### src/rgbhsv_pkg.sv
`default_nettype none

package rgbhsv_pkg;

    // field widths
    localparam int CHAN_W = 8;
    localparam int HUE_W  = 15;
    localparam int PCT_W  = 15;

    // scale constants
    localparam int HUE_SECTOR = 3840;   // 60 degrees in 1/64 degree
    localparam int HUE_TURN   = 23040;  // 360 degrees in 1/64 degree
    localparam int PCT_FULL   = 25600;  // 100 percent in 1/256 percent
    localparam int PCT_SCALE  = 100;

    // sector base angles
    localparam logic [HUE_W-1:0] BASE_RED      = HUE_W'(0);
    localparam logic [HUE_W-1:0] BASE_RED_WRAP = HUE_W'(HUE_TURN);
    localparam logic [HUE_W-1:0] BASE_GREEN    = HUE_W'(2 * HUE_SECTOR);
    localparam logic [HUE_W-1:0] BASE_BLUE     = HUE_W'(4 * HUE_SECTOR);

    // divider geometry
    localparam int DIV_NUM_W = 23;
    localparam int DIV_DEN_W = CHAN_W;
    localparam int HUE_Q_W   = 13;

    // per pixel data that bypasses the dividers
    typedef struct packed {
        logic [HUE_W-1:0] hue_base;
        logic             hue_neg;
        logic             hue_valid;
        logic             sat_zero;
        logic [PCT_W-1:0] brightness;
    } side_t;

    // one classified pixel, handed from front to back
    typedef struct packed {
        logic [DIV_NUM_W-1:0] hue_num;
        logic [DIV_DEN_W-1:0] hue_den;
        logic [DIV_NUM_W-1:0] sat_num;
        logic [DIV_DEN_W-1:0] sat_den;
        side_t                side;
    } job_t;

    // queue status
    typedef struct packed {
        logic full;
        logic empty;
    } fifo_stat_t;

endpackage

`default_nettype wire

### src/rgbhsv_if.sv
`default_nettype none

interface rgbhsv_rgb_if;
    logic                           valid;
    logic                           ready;
    logic [rgbhsv_pkg::CHAN_W-1:0]  red;
    logic [rgbhsv_pkg::CHAN_W-1:0]  green;
    logic [rgbhsv_pkg::CHAN_W-1:0]  blue;

    modport source (output valid, output red, output green, output blue, input ready);
    modport sink (input valid, input red, input green, input blue, output ready);
endinterface

interface rgbhsv_hsv_if;
    logic                          valid;
    logic                          ready;
    logic [rgbhsv_pkg::HUE_W-1:0]  hue;
    logic                          hue_valid;
    logic [rgbhsv_pkg::PCT_W-1:0]  saturation;
    logic [rgbhsv_pkg::PCT_W-1:0]  brightness;

    modport source (output valid, output hue, output hue_valid, output saturation,
                    output brightness, input ready);
    modport sink (input valid, input hue, input hue_valid, input saturation,
                  input brightness, output ready);
endinterface

`default_nettype wire

### src/rgb_to_hsv_converter.sv
`default_nettype none

// channel   dir   payload                                   handshake
// rgb       in    red[7:0] green[7:0] blue[7:0]             valid/ready
// hsv       out   hue[14:0] hue_valid saturation[14:0]      valid/ready
//                 brightness[14:0]
//
// one pixel per clock sustained while the output is not stalled; from acceptance to
// result a pixel passes one classify stage, one queue slot, 23 divider stages and one
// output register. the 23-stage pipelined restoring dividers set the latency.
// rst_n clears valid bits and queue pointers at once; no clearing pass.
// a stalled output freezes the divider pipe; the queue and classify stage
// keep accepting until the queue fills.

module rgb_to_hsv_converter #(
    parameter int QUEUE_DEPTH = 4
) (
    input  wire logic      clk,
    input  wire logic      rst_n,
    rgbhsv_rgb_if.sink     rgb,
    rgbhsv_hsv_if.source   hsv
);

    rgbhsv_pkg::fifo_stat_t stat;
    rgbhsv_pkg::job_t       push_job;
    rgbhsv_pkg::job_t       pop_job;
    logic                   push;
    logic                   pop;

    // classify pixels
    rgbhsv_front u_front (
        .clk   (clk),
        .rst_n (rst_n),
        .rgb   (rgb),
        .stat  (stat),
        .push  (push),
        .job   (push_job)
    );

    // decoupling queue
    rgbhsv_fifo #(
        .DEPTH (QUEUE_DEPTH)
    ) u_fifo (
        .clk       (clk),
        .rst_n     (rst_n),
        .push      (push),
        .push_data (push_job),
        .pop       (pop),
        .pop_data  (pop_job),
        .stat      (stat)
    );

    // divide and assemble results
    rgbhsv_back u_back (
        .clk   (clk),
        .rst_n (rst_n),
        .stat  (stat),
        .job   (pop_job),
        .pop   (pop),
        .hsv   (hsv)
    );

endmodule

`default_nettype wire

### src/rgbhsv_front.sv
`default_nettype none

module rgbhsv_front (
    input  wire logic                    clk,
    input  wire logic                    rst_n,
    rgbhsv_rgb_if.sink                   rgb,
    input  wire rgbhsv_pkg::fifo_stat_t  stat,
    output logic                         push,
    output rgbhsv_pkg::job_t             job
);

    localparam int CW = rgbhsv_pkg::CHAN_W;
    localparam int HW = rgbhsv_pkg::HUE_W;
    localparam int PW = rgbhsv_pkg::PCT_W;
    localparam int NW = rgbhsv_pkg::DIV_NUM_W;

    logic             valid_reg;
    logic             valid_next;
    rgbhsv_pkg::job_t job_reg;
    rgbhsv_pkg::job_t job_next;
    logic             accept;

    logic [CW-1:0]    mx;
    logic [CW-1:0]    mn;
    logic [CW-1:0]    delta;
    logic signed [CW:0] diff;
    logic [CW-1:0]    abs_diff;
    logic             neg;
    logic [HW-1:0]    base;
    logic [PW-1:0]    scaled;
    logic [PW:0]      frac_sum;
    logic [PW-1:0]    bright;

    // handshake: hold one classified pixel until the queue takes it
    assign push   = valid_reg && !stat.full;
    assign rgb.ready = !valid_reg || !stat.full;
    assign accept = rgb.valid && rgb.ready;
    assign job    = job_reg;

    // largest and smallest channel
    always_comb
    begin
        mx = rgb.red;
        mn = rgb.red;
        if (rgb.green > mx)
        begin
            mx = rgb.green;
        end
        if (rgb.blue > mx)
        begin
            mx = rgb.blue;
        end
        if (rgb.green < mn)
        begin
            mn = rgb.green;
        end
        if (rgb.blue < mn)
        begin
            mn = rgb.blue;
        end
        delta = mx - mn;
    end

    // sector pick, red wins ties then green
    always_comb
    begin
        if (rgb.red >= mx)
        begin
            diff = $signed({1'b0, rgb.green}) - $signed({1'b0, rgb.blue});
        end
        else if (rgb.green >= mx)
        begin
            diff = $signed({1'b0, rgb.blue}) - $signed({1'b0, rgb.red});
        end
        else
        begin
            diff = $signed({1'b0, rgb.red}) - $signed({1'b0, rgb.green});
        end
        neg      = diff[CW];
        abs_diff = neg ? CW'(-diff) : diff[CW-1:0];
        if (rgb.red >= mx)
        begin
            base = neg ? rgbhsv_pkg::BASE_RED_WRAP : rgbhsv_pkg::BASE_RED;
        end
        else if (rgb.green >= mx)
        begin
            base = rgbhsv_pkg::BASE_GREEN;
        end
        else
        begin
            base = rgbhsv_pkg::BASE_BLUE;
        end
    end

    // brightness = 100*max + floor(100*max/255), reciprocal form of the /255
    always_comb
    begin
        scaled   = PW'(mx) * PW'(rgbhsv_pkg::PCT_SCALE);
        frac_sum = (PW+1)'(scaled) + (PW+1)'(scaled >> 8) + (PW+1)'(1);
        bright   = scaled + PW'(frac_sum >> 8);
    end

    // assemble the transaction for the back end
    always_comb
    begin
        job_next                 = job_reg;
        job_next.hue_num         = NW'(abs_diff) * NW'(rgbhsv_pkg::HUE_SECTOR);
        job_next.hue_den         = delta;
        job_next.sat_num         = NW'(delta) * NW'(rgbhsv_pkg::PCT_FULL);
        job_next.sat_den         = mx;
        job_next.side.hue_base   = base;
        job_next.side.hue_neg    = neg;
        job_next.side.hue_valid  = (delta != '0);
        job_next.side.sat_zero   = (mx == '0);
        job_next.side.brightness = bright;
    end

    always_comb
    begin
        valid_next = valid_reg;
        if (accept)
        begin
            valid_next = 1'b1;
        end
        else if (push)
        begin
            valid_next = 1'b0;
        end
    end

    always_ff @(posedge clk or negedge rst_n)
    begin
        if (!rst_n)
        begin
            valid_reg <= 1'b0;
        end
        else
        begin
            valid_reg <= valid_next;
        end
    end

    always_ff @(posedge clk)
    begin
        if (accept)
        begin
            job_reg <= job_next;
        end
    end

endmodule

`default_nettype wire

### src/rgbhsv_fifo.sv
`default_nettype none

module rgbhsv_fifo #(
    parameter int DEPTH = 4
) (
    input  wire logic                    clk,
    input  wire logic                    rst_n,
    input  wire logic                    push,
    input  wire rgbhsv_pkg::job_t        push_data,
    input  wire logic                    pop,
    output rgbhsv_pkg::job_t             pop_data,
    output rgbhsv_pkg::fifo_stat_t       stat
);

    localparam int PTR_W = (DEPTH > 1) ? $clog2(DEPTH) : 1;
    localparam int CNT_W = $clog2(DEPTH + 1);

    rgbhsv_pkg::job_t  mem_reg [DEPTH];
    logic [PTR_W-1:0]  wr_ptr_reg;
    logic [PTR_W-1:0]  wr_ptr_next;
    logic [PTR_W-1:0]  rd_ptr_reg;
    logic [PTR_W-1:0]  rd_ptr_next;
    logic [CNT_W-1:0]  count_reg;
    logic [CNT_W-1:0]  count_next;

    assign stat.full  = (count_reg == CNT_W'(DEPTH));
    assign stat.empty = (count_reg == '0);
    assign pop_data   = mem_reg[rd_ptr_reg];

    // pointer wrap and fill count
    always_comb
    begin
        wr_ptr_next = wr_ptr_reg;
        rd_ptr_next = rd_ptr_reg;
        count_next  = count_reg;
        if (push)
        begin
            wr_ptr_next = (wr_ptr_reg == PTR_W'(DEPTH - 1)) ? '0 : wr_ptr_reg + PTR_W'(1);
        end
        if (pop)
        begin
            rd_ptr_next = (rd_ptr_reg == PTR_W'(DEPTH - 1)) ? '0 : rd_ptr_reg + PTR_W'(1);
        end
        if (push && !pop)
        begin
            count_next = count_reg + CNT_W'(1);
        end
        else if (pop && !push)
        begin
            count_next = count_reg - CNT_W'(1);
        end
    end

    always_ff @(posedge clk or negedge rst_n)
    begin
        if (!rst_n)
        begin
            wr_ptr_reg <= '0;
            rd_ptr_reg <= '0;
            count_reg  <= '0;
        end
        else
        begin
            wr_ptr_reg <= wr_ptr_next;
            rd_ptr_reg <= rd_ptr_next;
            count_reg  <= count_next;
        end
    end

    // storage
    always_ff @(posedge clk)
    begin
        if (push)
        begin
            mem_reg[wr_ptr_reg] <= push_data;
        end
    end

`ifndef NO_ASSERTIONS
    // the fill count never passes the depth
    a_count_bound: assert property (@(posedge clk) disable iff (!rst_n)
        count_reg <= CNT_W'(DEPTH))
        else $error("queue count beyond depth");
`endif

endmodule

`default_nettype wire

### src/rgbhsv_div.sv
`default_nettype none

module rgbhsv_div (
    input  wire logic                               clk,
    input  wire logic                               en,
    input  wire logic [rgbhsv_pkg::DIV_NUM_W-1:0]   num,
    input  wire logic [rgbhsv_pkg::DIV_DEN_W-1:0]   den,
    output logic [rgbhsv_pkg::DIV_NUM_W-1:0]        quo,
    output logic [rgbhsv_pkg::DIV_DEN_W-1:0]        rem
);

    localparam int N = rgbhsv_pkg::DIV_NUM_W;
    localparam int D = rgbhsv_pkg::DIV_DEN_W;

    logic [N-1:0] num_reg [N];
    logic [N-1:0] quo_reg [N];
    logic [D-1:0] rem_reg [N];
    logic [D-1:0] den_reg [N];

    assign quo = quo_reg[N-1];
    assign rem = rem_reg[N-1];

    // one restoring step per stage, quotient msb first
    for (genvar s = 0; s < N; s++)
    begin : g_stage
        logic [N-1:0] num_in;
        logic [N-1:0] quo_in;
        logic [D-1:0] rem_in;
        logic [D-1:0] den_in;
        logic [D:0]   part;
        logic [D:0]   diff;
        logic         ge;

        if (s == 0)
        begin : g_first
            assign num_in = num;
            assign quo_in = '0;
            assign rem_in = '0;
            assign den_in = den;
        end
        else
        begin : g_next
            assign num_in = num_reg[s-1];
            assign quo_in = quo_reg[s-1];
            assign rem_in = rem_reg[s-1];
            assign den_in = den_reg[s-1];
        end

        always_comb
        begin
            part = {rem_in, num_in[N-1]};
            diff = part - {1'b0, den_in};
            ge   = (part >= {1'b0, den_in});
        end

        always_ff @(posedge clk)
        begin
            if (en)
            begin
                num_reg[s] <= {num_in[N-2:0], 1'b0};
                quo_reg[s] <= {quo_in[N-2:0], ge};
                rem_reg[s] <= ge ? diff[D-1:0] : part[D-1:0];
                den_reg[s] <= den_in;
            end
        end
    end

endmodule

`default_nettype wire

### src/rgbhsv_back.sv
`default_nettype none

module rgbhsv_back (
    input  wire logic                    clk,
    input  wire logic                    rst_n,
    input  wire rgbhsv_pkg::fifo_stat_t  stat,
    input  wire rgbhsv_pkg::job_t        job,
    output logic                         pop,
    rgbhsv_hsv_if.source                 hsv
);

    localparam int N  = rgbhsv_pkg::DIV_NUM_W;
    localparam int D  = rgbhsv_pkg::DIV_DEN_W;
    localparam int HW = rgbhsv_pkg::HUE_W;
    localparam int PW = rgbhsv_pkg::PCT_W;
    localparam int QW = rgbhsv_pkg::HUE_Q_W;

    logic                   advance;
    logic [N-1:0]           vld_reg;
    logic                   out_valid_reg;
    rgbhsv_pkg::side_t      side_reg [N];
    logic [N-1:0]           hue_quo;
    logic [D-1:0]           hue_rem;
    logic [N-1:0]           sat_quo;
    logic [D-1:0]           sat_rem;
    rgbhsv_pkg::side_t      side_end;
    logic [QW-1:0]          frac;
    logic [HW-1:0]          hue_next;
    logic                   hue_valid_next;
    logic [PW-1:0]          sat_next;
    logic [HW-1:0]          hue_reg;
    logic                   hue_valid_reg;
    logic [PW-1:0]          sat_reg;
    logic [PW-1:0]          bright_reg;

    // the whole pipe moves unless a finished result is held
    assign advance = !out_valid_reg || hsv.ready;
    assign pop     = advance && !stat.empty;

    assign hsv.valid      = out_valid_reg;
    assign hsv.hue        = hue_reg;
    assign hsv.hue_valid  = hue_valid_reg;
    assign hsv.saturation = sat_reg;
    assign hsv.brightness = bright_reg;

    // hue fraction 3840*|diff|/delta
    rgbhsv_div u_hue_div (
        .clk (clk),
        .en  (advance),
        .num (job.hue_num),
        .den (job.hue_den),
        .quo (hue_quo),
        .rem (hue_rem)
    );

    // saturation 25600*delta/max
    rgbhsv_div u_sat_div (
        .clk (clk),
        .en  (advance),
        .num (job.sat_num),
        .den (job.sat_den),
        .quo (sat_quo),
        .rem (sat_rem)
    );

    // sideband delay matched to the dividers
    always_ff @(posedge clk)
    begin
        if (advance)
        begin
            side_reg[0] <= job.side;
            for (int i = 1; i < N; i++)
            begin
                side_reg[i] <= side_reg[i-1];
            end
        end
    end

    assign side_end = side_reg[N-1];

    // fold the quotient into the sector, rounding up on the negative side
    always_comb
    begin
        frac = hue_quo[QW-1:0] + QW'(side_end.hue_neg && (hue_rem != '0));
        if (!side_end.hue_valid)
        begin
            hue_next = '0;
        end
        else if (side_end.hue_neg)
        begin
            hue_next = side_end.hue_base - HW'(frac);
        end
        else
        begin
            hue_next = side_end.hue_base + HW'(frac);
        end
        hue_valid_next = side_end.hue_valid;
        sat_next       = side_end.sat_zero ? '0 : sat_quo[PW-1:0];
    end

    // valid bits through the pipe
    always_ff @(posedge clk or negedge rst_n)
    begin
        if (!rst_n)
        begin
            vld_reg       <= '0;
            out_valid_reg <= 1'b0;
        end
        else if (advance)
        begin
            vld_reg       <= {vld_reg[N-2:0], pop};
            out_valid_reg <= vld_reg[N-1];
        end
    end

    // output register
    always_ff @(posedge clk)
    begin
        if (advance)
        begin
            hue_reg       <= hue_next;
            hue_valid_reg <= hue_valid_next;
            sat_reg       <= sat_next;
            bright_reg    <= side_end.brightness;
        end
    end

`ifndef NO_ASSERTIONS
    // a defined hue stays below a full turn
    a_hue_range: assert property (@(posedge clk) disable iff (!rst_n)
        out_valid_reg && hue_valid_reg |-> hue_reg < HW'(rgbhsv_pkg::HUE_TURN))
        else $error("hue out of range");

    // an undefined hue reads as zero
    a_hue_zero: assert property (@(posedge clk) disable iff (!rst_n)
        out_valid_reg && !hue_valid_reg |-> hue_reg == '0)
        else $error("undefined hue not zero");

    // percentages never exceed full scale
    a_pct_range: assert property (@(posedge clk) disable iff (!rst_n)
        out_valid_reg |-> sat_reg <= PW'(rgbhsv_pkg::PCT_FULL)
                          && bright_reg <= PW'(rgbhsv_pkg::PCT_FULL))
        else $error("percentage out of range");

    // for a non-black pixel, the saturation remainder is below the low brightness byte or the brightness is non-zero
    a_sat_rem: assert property (@(posedge clk) disable iff (!rst_n)
        vld_reg[N-1] && !side_end.sat_zero |-> sat_rem < side_reg[N-1].brightness[D-1:0]
            || side_reg[N-1].brightness != '0)
        else $error("saturation divider remainder");
`endif

endmodule

`default_nettype wire
### src/flat_wrapper.sv
// flat-port wrapper written by rule: the top's interface ports become plain ports
module rgb_to_hsv_converter_flat 
#(
    parameter int QUEUE_DEPTH = 4
)
  (clk, rst_n, rgb_valid, rgb_red, rgb_green, rgb_blue, rgb_ready, hsv_valid, hsv_hue, hsv_hue_valid, hsv_saturation, hsv_brightness, hsv_ready);
  rgbhsv_rgb_if rgb_i ();
  rgbhsv_hsv_if hsv_i ();
  input  wire logic clk;
  input  wire logic rst_n;
  input wire logic [$bits(rgb_i.valid)-1:0] rgb_valid;
  input wire logic [$bits(rgb_i.red)-1:0] rgb_red;
  input wire logic [$bits(rgb_i.green)-1:0] rgb_green;
  input wire logic [$bits(rgb_i.blue)-1:0] rgb_blue;
  output wire logic [$bits(rgb_i.ready)-1:0] rgb_ready;
  output wire logic [$bits(hsv_i.valid)-1:0] hsv_valid;
  output wire logic [$bits(hsv_i.hue)-1:0] hsv_hue;
  output wire logic [$bits(hsv_i.hue_valid)-1:0] hsv_hue_valid;
  output wire logic [$bits(hsv_i.saturation)-1:0] hsv_saturation;
  output wire logic [$bits(hsv_i.brightness)-1:0] hsv_brightness;
  input wire logic [$bits(hsv_i.ready)-1:0] hsv_ready;
  assign rgb_i.valid = rgb_valid;
  assign rgb_i.red = rgb_red;
  assign rgb_i.green = rgb_green;
  assign rgb_i.blue = rgb_blue;
  assign rgb_ready = rgb_i.ready;
  assign hsv_valid = hsv_i.valid;
  assign hsv_hue = hsv_i.hue;
  assign hsv_hue_valid = hsv_i.hue_valid;
  assign hsv_saturation = hsv_i.saturation;
  assign hsv_brightness = hsv_i.brightness;
  assign hsv_i.ready = hsv_ready;
  rgb_to_hsv_converter #(.QUEUE_DEPTH(QUEUE_DEPTH)) u_core (.clk(clk), .rst_n(rst_n), .rgb(rgb_i), .hsv(hsv_i));
endmodule
### config.mk
export PLATFORM = sky130hd
export DESIGN_NAME = rgb_to_hsv_converter_flat
export DESIGN_NICKNAME = d
export VERILOG_FILES = /design/src/rgbhsv_pkg.sv /design/src/rgbhsv_if.sv /design/src/rgb_to_hsv_converter.sv /design/src/rgbhsv_front.sv /design/src/rgbhsv_fifo.sv /design/src/rgbhsv_div.sv /design/src/rgbhsv_back.sv /design/src/flat_wrapper.sv
export SDC_FILE = /design/constraint.sdc
export NUM_CORES = 2
export LEC_CHECK = 0
export BUFFER_PORTS_ARGS = -buffer_cell sky130_fd_sc_hd__buf_2
export CAP_MARGIN = 20
export CORE_UTILIZATION = 60
export DETAILED_ROUTE_END_ITERATION = 10
export PLACE_DENSITY = 0.76
export SETUP_SLACK_MARGIN = 0.2
export SLEW_MARGIN = 0
export SYNTH_ARGS = -nofsm -noshare
export SYNTH_HDL_FRONTEND = slang
export SYNTH_SLANG_ARGS = --single-unit
### constraint.sdc
create_clock -name clk -period 95.3 [get_ports clk]
set_input_delay 9.53 -clock clk [delete_from_list [all_inputs] [get_ports clk]]
set_output_delay 9.53 -clock clk [all_outputs]
set_load 0.02 [all_outputs]
==> summary.md <==
| Metric | Value |
|---|---|
| Status | complete, no violations |
| Pin count of the biggest net entering global routing | 201 |
| Final Cycle Share | 21.1% |
| Most frequent cell after synthesis | edfxtp_1 |
| Via Count | 43200 |
| CP max stage delay | 820 ps |
| CP arrival | 20670 ps |
| Syn_area_per_cell | 15.1 sq um |
| CP max FO | 12 |
| Post_cts resized | 0 |
| Grt total ovfl | 0 |
| Synth warn | 0 |
| Syn Inst Count | 5649 |
| Final WL | 133000 um |
| Num CTS Buffers | 192 |
| Hold_buf cts | 0 |
| Drt via density | 5.47 |
| Reg-to-Reg Start | u_core.u_back.hsv.valid |
| Antenna Nets Post-Route | 0 |
| Worst Path Class, Setup | in -> reg |
| # diodes | 0 |
| WP data required | 95860 ps |
| R2R Setup Slk | 89180 ps |
| Layout cells sized above 1 | 8.44% |
| DP Wirelength | 86800 um |
| Antenna violations before repair | 0 |
| PwrDens | 37.3 nW/um^2 |
| Setup crit end kind | flip-flop |
| Worst Tran Pin Value | 1160 ps |
| Slew HR | 22.4% |
| Post-CTS Setup Bufs | 0 |
| RR Endpoint | u_core.u_back.side_reg[2][164] |
| Top post-synthesis cells by count | edfxtp_1 (1950), inv_1 (581), ha_1 (514) |
| Clock transition at path regs | 60 ps |
| GRT Util Overall | 19.0% |
| Synth top area cells | edfxtp_1 (69%), ha_1 (7.6%), o21ai_0 (2.6%), inv_1 (2.6%), mux4_2 (1.6%) |
| Critical path capture point | u_core.u_front.job[91] |
| Max frequency | 49.7 MHz |
| First-pass GRT wire length | 218000 um |
| Clock Skews | 43.6 ps |
| Die width | 379 um |
| Final Hold Vio Count | 0 |
| DRC | 0 |
| Max_cap viols | 0 |
| IO buf count | 75 |
| Library cells used by synthesis | 90 |
| Final net count | 6474 |
| CTS tree | built |
| Number of core rows | 137 |
| Sequential share of the synthesized area | 69.8% |
| Max clock buf depth | 3 |
| Initial Util | 60.7% |
| Area leader, netlist | edfxtp_1 |
| Setup TNS Final | 0 ps |
| Largest register FFs | 529 |
| Core area | 140000 sq um |
| Vias in the first global route | 44000 |
| Hold_ws | 380 ps |
| Die height | 379 um |
| RePlAce Congestion | 0.874 |
| Routed len/inst | 16.8 um |
| Root buffer cell | clkbuf_16 |
| Syn Std Cell Area | 85100 sq um |
| CP Launch Type | input port |
| Peak VDD IR | 57.6 uV |
| # setup viols final | 0 |
| Post-synth EDFFs | 1950 |
| Ys flop type | edfxtp_1 |
| Clk_lat worst skew | 810 ps |
| CP dominant cell by count | a21oi_1 |
| Worst Reg-to-Reg Cells | 7 |
| Die area | 143000 sq um |
| Unrepaired setup endpoints after global routing | no |
| 1st-iter DRT viols | 2771 |
| Share of synthesized registers carrying an async set or reset | 1.61% |
| Area growth, synth to finish | 10.7% |
| Top-area cell type share of the netlist area | 68.8% |
| Pre-antenna DRT Iters | 5 |
| H-tree levels | 4 |
| Worst path slowest cell | nor3_2 |
| Max Slew Vio Count | 0 |
| Worst hold path type | reg -> reg |
| Number of synthesized register bits | 1982 |
| Clk sinks | 1982 |
| Top-level I/O count | 76 |
| Lkg Pwr | 36.4 nW |
| Crit path from | rgb_green[1] |
| Tmin final | 20110 ps |
cell families after synthesis:
family | Yosys count | synth area share [%]
other cells | 1 | 0.00441
flops | 1982 | 69.8
xor+xnor | 250 | 2.60
mux | 109 | 2.21
buf+inv | 663 | 2.94
compound gates | 905 | 6.58
simple gates | 1159 | 6.80
fa+ha+maj | 580 | 9.09
power by group:
part,internal (W),leakage (nW),switching (W)
clock,0.000440,3.10,0.000319
combinational,0.000544,13.9,0.000721
sequential,0.00137,19.4,0.000118
total,0.00235,36.4,0.00116
worst max-delay path: cells and delay by family:
family                     cells  cell delay [ps]
AOI/OAI and AO/OA             17             4030
muxes                          2              650
and+or+nand+nor                9             2450
buffers and inverters          6             1110
adders and majority gates      7             2390
xor gates and xnor gates       2              510
metrics by stage:
step	power [W]	area (sq um)	cells	utilization (%)	worst slack, ps
floorplan	0.00264	85100	5651	-	35290
global placement	0.00270	87700	7549	62.6	74200
detailed placement	0.00276	87700	7550	62.7	74350
CTS	0.00355	94200	7898	67.2	75180
global route	0.00377	94200	7898	67.2	74280
finish	0.00351	94200	7898	67.2	75190
final cells by class:
class | instances | area (sq um)
well taps | 1876 | 2350
repair buffers | 103 | 608
clock buffers | 223 | 4920
inverters | 583 | 2190
multi-input cells | 3006 | 23200
fillers | 9398 | 45900
clock inverters | 125 | 1500
flip-flops and latches | 1982 | 59400
worst min-delay path by stage:
stage | from | endpoint | slack (ps) | depth (start not counted)
floorplan | u_core.u_back.side_reg[2][198] | u_core.u_back.hsv.brightness[0] | 400 | 0
global placement | u_core.u_back.side_reg[2][14] | u_core.u_back.side_reg[2][47] | 400 | 0
detailed placement | u_core.u_back.side_reg[2][198] | u_core.u_back.hsv.brightness[0] | 400 | 0
CTS | u_core.u_back.side_reg[0][64] | u_core.u_back.side_reg[0][97] | 370 | 0
global route | u_core.u_back.u_hue_div.num_reg[0][102] | u_core.u_back.u_hue_div.num_reg[0][125] | 390 | 0
finish | u_core.u_back.u_hue_div.num_reg[0][102] | u_core.u_back.u_hue_div.num_reg[0][125] | 380 | 0
placed cells by master, fill, tap and decap left out, drive strengths merged, types with 64 or more instances in the layout:
cell type,netlist,routed
xnor2,120,120
ha,514,514
o21ai,443,443
and2,114,114
nor2,274,274
clkbuf,69,223
clkinv,0,89
a21o,105,105
nand2,322,322
fa,64,64
buf,11,103
inv,583,588
nor2b,124,124
xor2,130,130
nand4,77,77
nand2b,123,123
o31ai,92,92
edfxtp,1950,1950
a21oi,129,129
metal layers:
layer	vias up	GRT usage, %	share of wire [%]
met3	248	2.99	3.2
met4	0	6.38	2.7
li1	21200	-	-
met1	21100	22.8	41
met5	-	0	0
met2	650	34.8	53
No activity file was read; power rests on OpenSTA's default activity.
